`src/hdl/motor_feedback_angle_accumulator_top_macros.svh`:
```
// ----------------------------------------------------------------------------
// Assertion macros
// Shared concurrent assertion shorthands for the angle accumulator blocks.
// ----------------------------------------------------------------------------
`ifndef MOTOR_FEEDBACK_ANGLE_ACCUMULATOR_TOP_MACROS_SVH
`define MOTOR_FEEDBACK_ANGLE_ACCUMULATOR_TOP_MACROS_SVH

// same-cycle implication
`define MFAA_ASSERT_NOW(label, clk, rst, ante, cons, msg) \
   label: assert property (@(posedge clk) disable iff (rst) (ante) |-> (cons)) \
      else $error(msg);

// next-cycle implication
`define MFAA_ASSERT_NEXT(label, clk, rst, ante, cons, msg) \
   label: assert property (@(posedge clk) disable iff (rst) (ante) |=> (cons)) \
      else $error(msg);

`endif

```
`src/hdl/mfaa_pkg.sv`:
```
// ----------------------------------------------------------------------------
// mfaa_pkg
// Types and constants shared by the motor feedback angle accumulator.
// ----------------------------------------------------------------------------
package mfaa_pkg;

   localparam int MOTORS_PER_BUS_DEF = 8;
   localparam logic [10:0] ID_BASE = 11'h201;
   localparam logic signed [17:0] HALF_TURN = 18'sd4095;
   localparam logic signed [17:0] FULL_TURN = 18'sd8192;
   localparam logic signed [31:0] TOTAL_MAX = 32'sh7FFF_FFFF;
   localparam logic signed [31:0] TOTAL_MIN = 32'sh8000_0000;

   typedef struct packed {
      logic        bus;
      logic [2:0]  motor_index;
      logic [15:0] angle;
      logic [15:0] speed;
      logic [15:0] current;
      logic [7:0]  temp;
   } frame_type;

   typedef struct packed {
      logic [31:0] total;
      logic        tracking;
      logic [15:0] start_angle;
   } track_type;

endpackage

```
`src/hdl/mfaa_in_stage.sv`:
```
// ----------------------------------------------------------------------------
// mfaa_in_stage
// Identifier decode, frame unpack and input register.
// ----------------------------------------------------------------------------
module mfaa_in_stage #(
   parameter int MOTORS_PER_BUS = 8,
   parameter int SLOT_W         = 4
) (
   input  logic                   clock,
   input  logic                   reset,
   input  logic                   req_valid,
   output logic                   req_stall,
   input  logic                   req_bus,
   input  logic [10:0]            req_std_id,
   input  logic [7:0]             req_byte0,
   input  logic [7:0]             req_byte1,
   input  logic [7:0]             req_byte2,
   input  logic [7:0]             req_byte3,
   input  logic [7:0]             req_byte4,
   input  logic [7:0]             req_byte5,
   input  logic [7:0]             req_byte6,
   input  logic                   advance,
   output logic                   s1_valid,
   output mfaa_pkg::frame_type    s1_frame,
   output logic [SLOT_W-1:0]      s1_slot
);
   import mfaa_pkg::*;

   logic              valid_ff, valid_in;
   frame_type         frame_ff, frame_in;
   logic [SLOT_W-1:0] slot_ff, slot_in;
   logic [10:0]       id_off;
   logic              hit;
   logic              take_ok;

   assign id_off  = req_std_id - ID_BASE;
   assign hit     = (req_std_id >= ID_BASE) && (id_off < 11'(MOTORS_PER_BUS));
   assign take_ok = !valid_ff || advance;

   assign req_stall = !take_ok;

   always_comb begin
      frame_in.bus         = req_bus;
      frame_in.motor_index = id_off[2:0];
      frame_in.angle       = {req_byte0, req_byte1};
      frame_in.speed       = {req_byte2, req_byte3};
      frame_in.current     = {req_byte4, req_byte5};
      frame_in.temp        = req_byte6;
      // second bus occupies the slots after the first
      slot_in = req_bus ? SLOT_W'(MOTORS_PER_BUS) + SLOT_W'(id_off[2:0])
                        : SLOT_W'(id_off[2:0]);
      valid_in = take_ok ? (req_valid && hit) : valid_ff;
   end

   always_ff @(posedge clock) begin
      if (reset) begin
         valid_ff <= 1'b0;
      end else begin
         valid_ff <= valid_in;
      end
   end

   always_ff @(posedge clock) begin
      if (take_ok && req_valid) begin
         frame_ff <= frame_in;
         slot_ff  <= slot_in;
      end
   end

   assign s1_valid = valid_ff;
   assign s1_frame = frame_ff;
   assign s1_slot  = slot_ff;

endmodule

```
`src/hdl/mfaa_tracker.sv`:
```
// ----------------------------------------------------------------------------
// mfaa_tracker
// Per-slot turn tracker: state registers, wrap correction, saturating total.
// ----------------------------------------------------------------------------
`include "motor_feedback_angle_accumulator_top_macros.svh"

module mfaa_tracker #(
   parameter int SLOTS  = 16,
   parameter int SLOT_W = 4
) (
   input  logic                clock,
   input  logic                reset,
   input  logic                wr_en,
   input  logic [SLOT_W-1:0]   slot,
   input  logic [15:0]         angle,
   output mfaa_pkg::track_type res
);
   import mfaa_pkg::*;

   logic [15:0]        prev_ff  [SLOTS];
   logic signed [31:0] total_ff [SLOTS];
   logic [15:0]        start_ff [SLOTS];
   logic [SLOTS-1:0]   started_ff;

   logic [15:0]        last;
   logic signed [16:0] diff;
   logic signed [17:0] d;
   logic signed [33:0] sum;
   logic signed [31:0] sat;
   logic               same;
   logic               started_in;
   logic [15:0]        start_in;
   logic signed [31:0] total_in;

   always_comb begin
      last = prev_ff[slot];
      same = (angle == last);
      diff = $signed({1'b0, angle}) - $signed({1'b0, last});
      d    = {diff[16], diff};
      // half a turn or more apart: count it as a wrap
      if (d > HALF_TURN || d < -HALF_TURN) begin
         d = (angle < last) ? d + FULL_TURN : d - FULL_TURN;
      end
      sum = {{2{total_ff[slot][31]}}, total_ff[slot]} + {{16{d[17]}}, d};
      if (sum[33:31] == 3'b000 || sum[33:31] == 3'b111) begin
         sat = sum[31:0];
      end else if (!sum[33]) begin
         sat = TOTAL_MAX;
      end else begin
         sat = TOTAL_MIN;
      end
      started_in = started_ff[slot] || same;
      start_in   = (same && !started_ff[slot]) ? angle : start_ff[slot];
      total_in   = started_in ? sat : total_ff[slot];
   end

   assign res.total       = total_in;
   assign res.tracking    = started_in;
   assign res.start_angle = start_in;

   always_ff @(posedge clock) begin
      if (reset) begin
         started_ff <= '0;
         for (int i = 0; i < SLOTS; i++) begin
            prev_ff[i]  <= '0;
            total_ff[i] <= '0;
            start_ff[i] <= '0;
         end
      end else if (wr_en) begin
         started_ff[slot] <= started_in;
         prev_ff[slot]    <= angle;
         total_ff[slot]   <= total_in;
         start_ff[slot]   <= start_in;
      end
   end

   `MFAA_ASSERT_NEXT(a_started_sticky, clock, reset, wr_en && started_in, started_ff[$past(slot)], "tracking flag cleared")
   `MFAA_ASSERT_NEXT(a_prev_written, clock, reset, wr_en, prev_ff[$past(slot)] == $past(angle), "previous angle not stored")
   `MFAA_ASSERT_NOW(a_idle_zero, clock, reset, !res.tracking, (res.total == '0) && (res.start_angle == '0), "untracked slot holds a total")

endmodule

```
`src/hdl/mfaa_out_stage.sv`:
```
// ----------------------------------------------------------------------------
// mfaa_out_stage
// Result register toward the response channel.
// ----------------------------------------------------------------------------
module mfaa_out_stage (
   input  logic                clock,
   input  logic                reset,
   input  logic                load,
   input  mfaa_pkg::frame_type frame,
   input  mfaa_pkg::track_type track,
   output logic                rsp_valid,
   input  logic                rsp_stall,
   output logic                rsp_out_bus,
   output logic [2:0]          rsp_motor_index,
   output logic [15:0]         rsp_angle_code,
   output logic signed [15:0]  rsp_rotor_speed,
   output logic signed [15:0]  rsp_drive_current,
   output logic [7:0]          rsp_temperature,
   output logic signed [31:0]  rsp_total_angle_out,
   output logic                rsp_tracking,
   output logic [15:0]         rsp_start_angle_out
);
   import mfaa_pkg::*;

   logic      valid_ff, valid_in;
   frame_type frame_ff;
   track_type track_ff;

   always_comb begin
      if (load) begin
         valid_in = 1'b1;
      end else if (!rsp_stall) begin
         valid_in = 1'b0;
      end else begin
         valid_in = valid_ff;
      end
   end

   always_ff @(posedge clock) begin
      if (reset) begin
         valid_ff <= 1'b0;
      end else begin
         valid_ff <= valid_in;
      end
   end

   always_ff @(posedge clock) begin
      if (load) begin
         frame_ff <= frame;
         track_ff <= track;
      end
   end

   assign rsp_valid           = valid_ff;
   assign rsp_out_bus         = frame_ff.bus;
   assign rsp_motor_index     = frame_ff.motor_index;
   assign rsp_angle_code      = frame_ff.angle;
   assign rsp_rotor_speed     = $signed(frame_ff.speed);
   assign rsp_drive_current   = $signed(frame_ff.current);
   assign rsp_temperature     = frame_ff.temp;
   assign rsp_total_angle_out = $signed(track_ff.total);
   assign rsp_tracking        = track_ff.tracking;
   assign rsp_start_angle_out = track_ff.start_angle;

endmodule

```
`src/hdl/motor_feedback_angle_accumulator_top.sv`:
```
// ----------------------------------------------------------------------------
// motor_feedback_angle_accumulator_top
// Unpacks motor feedback frames and keeps a saturating multi-turn angle
// per motor slot on two buses.
// ----------------------------------------------------------------------------
//  channel | direction | handshake           | payload
//  req_    | in        | req_valid/req_stall | bus, std_id, byte0..byte6
//  rsp_    | out       | rsp_valid/rsp_stall | motor fields, total, start
//
//  From input transfer to result: input register, then the
//  tracker update lands in the result register and the slot state together.
//  One frame per cycle sustained while rsp_stall is low; a frame for the
//  same slot in the next cycle sees the already updated state.
//  Frames with an identifier outside the motor range are taken and dropped.
//  Reset clears all slot state and both valid flags.
//  rsp_stall holds the result; req_stall rises only when both stages are full.
// ----------------------------------------------------------------------------
module motor_feedback_angle_accumulator_top #(
   parameter int MOTORS_PER_BUS = mfaa_pkg::MOTORS_PER_BUS_DEF
) (
   input  logic               clock,
   input  logic               reset,
   input  logic               req_valid,
   output logic               req_stall,
   input  logic               req_bus,
   input  logic [10:0]        req_std_id,
   input  logic [7:0]         req_byte0,
   input  logic [7:0]         req_byte1,
   input  logic [7:0]         req_byte2,
   input  logic [7:0]         req_byte3,
   input  logic [7:0]         req_byte4,
   input  logic [7:0]         req_byte5,
   input  logic [7:0]         req_byte6,
   output logic               rsp_valid,
   input  logic               rsp_stall,
   output logic               rsp_out_bus,
   output logic [2:0]         rsp_motor_index,
   output logic [15:0]        rsp_angle_code,
   output logic signed [15:0] rsp_rotor_speed,
   output logic signed [15:0] rsp_drive_current,
   output logic [7:0]         rsp_temperature,
   output logic signed [31:0] rsp_total_angle_out,
   output logic               rsp_tracking,
   output logic [15:0]        rsp_start_angle_out
);
   import mfaa_pkg::*;

   localparam int SLOTS  = 2 * MOTORS_PER_BUS;
   localparam int SLOT_W = $clog2(SLOTS);

   logic              s1_valid;
   frame_type         s1_frame;
   logic [SLOT_W-1:0] s1_slot;
   track_type         track;
   logic              advance;

   // stage 1 moves on when the result register is empty or draining
   assign advance = s1_valid && (!rsp_valid || !rsp_stall);

   mfaa_in_stage #(
      .MOTORS_PER_BUS (MOTORS_PER_BUS),
      .SLOT_W         (SLOT_W)
   ) u_in (
      .clock      (clock),
      .reset      (reset),
      .req_valid  (req_valid),
      .req_stall  (req_stall),
      .req_bus    (req_bus),
      .req_std_id (req_std_id),
      .req_byte0  (req_byte0),
      .req_byte1  (req_byte1),
      .req_byte2  (req_byte2),
      .req_byte3  (req_byte3),
      .req_byte4  (req_byte4),
      .req_byte5  (req_byte5),
      .req_byte6  (req_byte6),
      .advance    (advance),
      .s1_valid   (s1_valid),
      .s1_frame   (s1_frame),
      .s1_slot    (s1_slot)
   );

   mfaa_tracker #(
      .SLOTS  (SLOTS),
      .SLOT_W (SLOT_W)
   ) u_track (
      .clock (clock),
      .reset (reset),
      .wr_en (advance),
      .slot  (s1_slot),
      .angle (s1_frame.angle),
      .res   (track)
   );

   mfaa_out_stage u_out (
      .clock               (clock),
      .reset               (reset),
      .load                (advance),
      .frame               (s1_frame),
      .track               (track),
      .rsp_valid           (rsp_valid),
      .rsp_stall           (rsp_stall),
      .rsp_out_bus         (rsp_out_bus),
      .rsp_motor_index     (rsp_motor_index),
      .rsp_angle_code      (rsp_angle_code),
      .rsp_rotor_speed     (rsp_rotor_speed),
      .rsp_drive_current   (rsp_drive_current),
      .rsp_temperature     (rsp_temperature),
      .rsp_total_angle_out (rsp_total_angle_out),
      .rsp_tracking        (rsp_tracking),
      .rsp_start_angle_out (rsp_start_angle_out)
   );

endmodule
```
`config.mk`:
```
export PLATFORM = sky130hd
export DESIGN_NAME = motor_feedback_angle_accumulator_top
export DESIGN_NICKNAME = d
export VERILOG_FILES = /design/src/hdl/mfaa_pkg.sv /design/src/hdl/mfaa_in_stage.sv /design/src/hdl/mfaa_tracker.sv /design/src/hdl/mfaa_out_stage.sv /design/src/hdl/motor_feedback_angle_accumulator_top.sv
export VERILOG_INCLUDE_DIRS = /design/src /design/src/hdl
export SDC_FILE = /design/constraint.sdc
export NUM_CORES = 2
export LEC_CHECK = 0
export BUFFER_PORTS_ARGS = -buffer_cell sky130_fd_sc_hd__clkbuf_2
export CELL_PAD_IN_SITES_DETAIL_PLACEMENT = 1
export CELL_PAD_IN_SITES_GLOBAL_PLACEMENT = 1
export CORE_AREA = 2 2 257 449
export CTS_BUF_LIST = sky130_fd_sc_hd__clkbuf_4
export DETAILED_ROUTE_END_ITERATION = 16
export DIE_AREA = 0 0 259 451
export PLACE_DENSITY_LB_ADDON = 0.1
export SETUP_SLACK_MARGIN = 0.3
export SLEW_MARGIN = 20
export SYNTH_ARGS = -nofsm -noshare
export SYNTH_HDL_FRONTEND = slang
export SYNTH_HIERARCHICAL = 1
export SYNTH_SLANG_ARGS = --single-unit
```
`constraint.sdc`:
```
create_clock -name clock -period 9.84 [get_ports clock]
set_input_delay 0.492 -clock clock [delete_from_list [all_inputs] [get_ports clock]]
set_output_delay 0.492 -clock clock [all_outputs]
set_load 0.05 [all_outputs]
```
==> flow_summary.toml <==
[finish]
drive_gt1_share_pct = 29.0
finalNetCount = 4203
area_growth_pct = 13.2

[cts]
cts_buffers = 297
cts-root-buf = "clkbuf_4"
cts.sinks = 1212
clock_path_buffers = 4
clk_latency_ns = 1.25
cts_tree = "built"
clkTransAtPathRegs_ns = 0.07
h-tree-depth = 5

[timing]
tightest_slew_ns = 1.12
hold_viol = 0
slew_headroom_pct = 25.2
setup_viol = 0
fmax_mhz = 109
post-route-period-util_pct = 93.0
tns_ns = 0
timing.final.crit_period_ns = 9.15
rsz0062_at_grt = "false"
drv_slew = 0
skew_ns = 0.101
finalWorstSetupSlack_ns = 0.687

[grt]
antenna_found_initial = 7
grt_pass1_vias = 39900
grt_max_degree = 96
grt_pass1_wl_mm = 272
grtUsageTotal_pct = 32.8
overflow = 0

[worst_setup_path]
rr_startpoint = "u_in/s1_frame[56]"
r2r-end = "u_track/total_ff[7][12]"
endpoint_kind = "flip-flop"
r2r_cells = 35
rrSetupSlack_ns = 0.69
worstSetupStartpointType = "flip-flop"
worst-path-max-fanout = 18
arrival_ns = 10.17
cp.required_ns = 10.85
slowest_delay_ns = 0.54
crit_type = "reg -> reg"
crit_slowest_cell = "mux4_2"

[synth]
synthesis.area_um2 = 55000
ys_types = 106
syn-num-nets = 3813
netlist_instances = 3697
synth.area.top_cells = "edfxtp_1 (65%), mux4_2 (13%), nor2_1 (5.4%), and3_1 (2.6%), clkbuf_1 (1.5%)"
ys_top_cells_by_count = "edfxtp_1 (1194), nor2_1 (791), mux4_2 (323), and3_1 (231), clkbuf_1 (226)"
yosysTopAreaCell = "edfxtp_1"
yosysMostFrequentCell = "edfxtp_1"
synth_enable_flop_cells = 1194
ys_seq_area_share_pct = 65.9
synth_flop_cell = "edfxtp_1"
synth.top_cell.area_share_pct = 65.2
synthArstFlopShare_pct = 0
ys_ff_latch = 1212
ys_warn_count = 6
avgSynthCellArea_um2 = 14.9

[detailed_routing]
vias_per_cell = 6.31
wl_mm = 190
drc = 0
routedWlPerCell_um = 32.9
vias = 36400
route.antenna.remaining_nets = 0
initialDrtViolationCount = 3391
drtPass1Iterations = 5

[min_path]
hold_path.class = "in -> reg"
holdPathStages = 6
hold_end = "u_in/s1_valid"
min_from = "req_std_id[9]"

[placed_design]
routabilityCongestion = 0.922
portBuffers = 182
dp_hpwl_mm = 105
pre_cts_ws_ns = 0.190

[power_and_ir_drop]
peakVddDrop_mv = 0.131
power_density_nw_per_um2 = 207
p_leak_nw = 23.4
total_power_mw = 12.9

[floorplanning]
core_um2 = 113000
fp-row-count = 164
die_h_um = 451
start_util_pct = 48.5
fp.dieArea_um2 = 117000
num_io_pins = 183
chipWidth_um = 259

[flow_run]
cap_violations = 0

[run_status]
status = "finished, final reports clean"
where the power goes:
group / total, mW / internal (mW) / switching, mW
clock network: 4.00 / 1.99 / 2.02
registers: 5.88 / 5.83 / 0.0539
logic: 3.03 / 1.02 / 2.02
flip-flops by register name, summed over array words and instances (netlist names):
name                       count
u_out/rsp_total_angle_out     32
u_out/rsp_temperature          8
u_track/started_ff            16
u_in/s1_frame                 60
u_track/prev_ff              256
u_in/s1_valid                  1
u_out/rsp_angle_code          16
u_out/rsp_valid                1
u_out/rsp_motor_index          3
u_out/rsp_tracking             1
u_out/rsp_rotor_speed         16
u_track/start_ff             256
u_track/total_ff             512
u_out/rsp_out_bus              1
u_out/rsp_drive_current       16
u_in/s1_slot                   1
u_out/rsp_start_angle_out     16
timing repair:
action	CTS	global route
buffers inserted	4	12
hold endpoints to repair	129	0
gates resized for setup	6	24
pin swaps	2	6
hold buffers	124	0
setup endpoints to repair	128	527
gates cloned	0	1
per-stage QoR:
step | instance area (um2) | util (%) | std cells | hold WS, ns
after global routing | 62300 | 54.9 | 5765 | 0.209
after CTS | 62000 | 54.6 | 5745 | 0.0780
after detailed placement | 57300 | 50.5 | 5141 | 0.405
final | 62300 | 54.9 | 5765 | 0.278
after global placement | 57200 | 50.4 | 5141 | 0.401
after floorplan | 55000 | - | 3697 | 0.400
logic make-up (layout without fill, tap and decap cells):
| logic type | Yosys count | after routing | synth area share, % |
|---|---|---|---|
| simple gates | 1288 | 1288 | 10.8 |
| flops | 1212 | 1212 | 65.9 |
| buf+inv | 453 | 1020 | 3.74 |
| mux | 347 | 347 | 13.7 |
| compound gates | 325 | 325 | 4.42 |
| fa+ha+maj | 44 | 44 | 1.03 |
| xor+xnor | 28 | 28 | 0.460 |
| other cells | 0 | 7 | 0 |
cells in the final DEF, fill, tap and decap left out, types with 13 or more instances in the layout:
| cell type | count |
|---|---|
| a211oi_1 | 19 |
| a21o_1 | 15 |
| a21o_4 | 16 |
| a21oi_1 | 66 |
| and2_1 | 14 |
| and3_1 | 231 |
| buf_4 | 112 |
| clkbuf_2 | 182 |
| clkbuf_4 | 423 |
| clkinv_1 | 47 |
| dfxtp_1 | 18 |
| dlygate4sd3_1 | 124 |
| edfxtp_1 | 1194 |
| ha_1 | 42 |
| inv_1 | 95 |
| inv_2 | 20 |
| mux4_2 | 323 |
| nand2_1 | 56 |
| nand2_2 | 19 |
| nand3_1 | 21 |
| nor2_1 | 788 |
| nor2_2 | 24 |
| nor3_1 | 48 |
| o211ai_1 | 26 |
| o21ai_0 | 34 |
| o22ai_1 | 19 |
| or3_1 | 13 |
| xnor2_1 | 13 |
| xor2_1 | 13 |
worst max-delay path, delay by kind of cell, from the launching register on:
family	cells	cell delay [ns]
mux	2	1.01
fa+ha+maj	3	1.06
simple gates	10	1.65
flops	1	0.44
buf+inv	9	1.62
compound gates	11	3.15
final cells by class:
class	count	area [um2]
timing repair buffer	432	3270
multi-input combinational	2032	17100
antenna	7	17.5
inverter	112	420
tap	1494	1870
sequential	1212	36200
clock buffer	423	3180
fill	10900	51200
clock inverter	53	231
worst max-delay path by stage:
stage                                  from                        to  slack [ns]  cells past startpoint
after global routing      u_in/s1_frame[56]   u_track/total_ff[4][11]        0.33                     34
after CTS                 u_in/s1_frame[56]  u_track/total_ff[12][14]        0.28                     34
final                     u_in/s1_frame[56]   u_track/total_ff[7][12]        0.69                     35
after floorplan           u_in/s1_frame[56]   u_track/total_ff[6][19]        0.30                     41
after detailed placement  u_in/s1_frame[56]   u_track/total_ff[7][27]        0.19                     34
after global placement    u_in/s1_frame[56]   u_track/total_ff[7][12]        0.27                     34
layer usage:
metal / up-vias / global-route usage (%) / part of all wire [%]
met4: 2 / 18.2 / 5.9
met2: 1976 / 56.9 / 52
li1: 14900 / - / -
met5: - / 0 / 0.0069
met3: 574 / 5.90 / 7.2
met1: 18900 / 38.4 / 35
No activity file was read; power rests on OpenSTA's default activity.
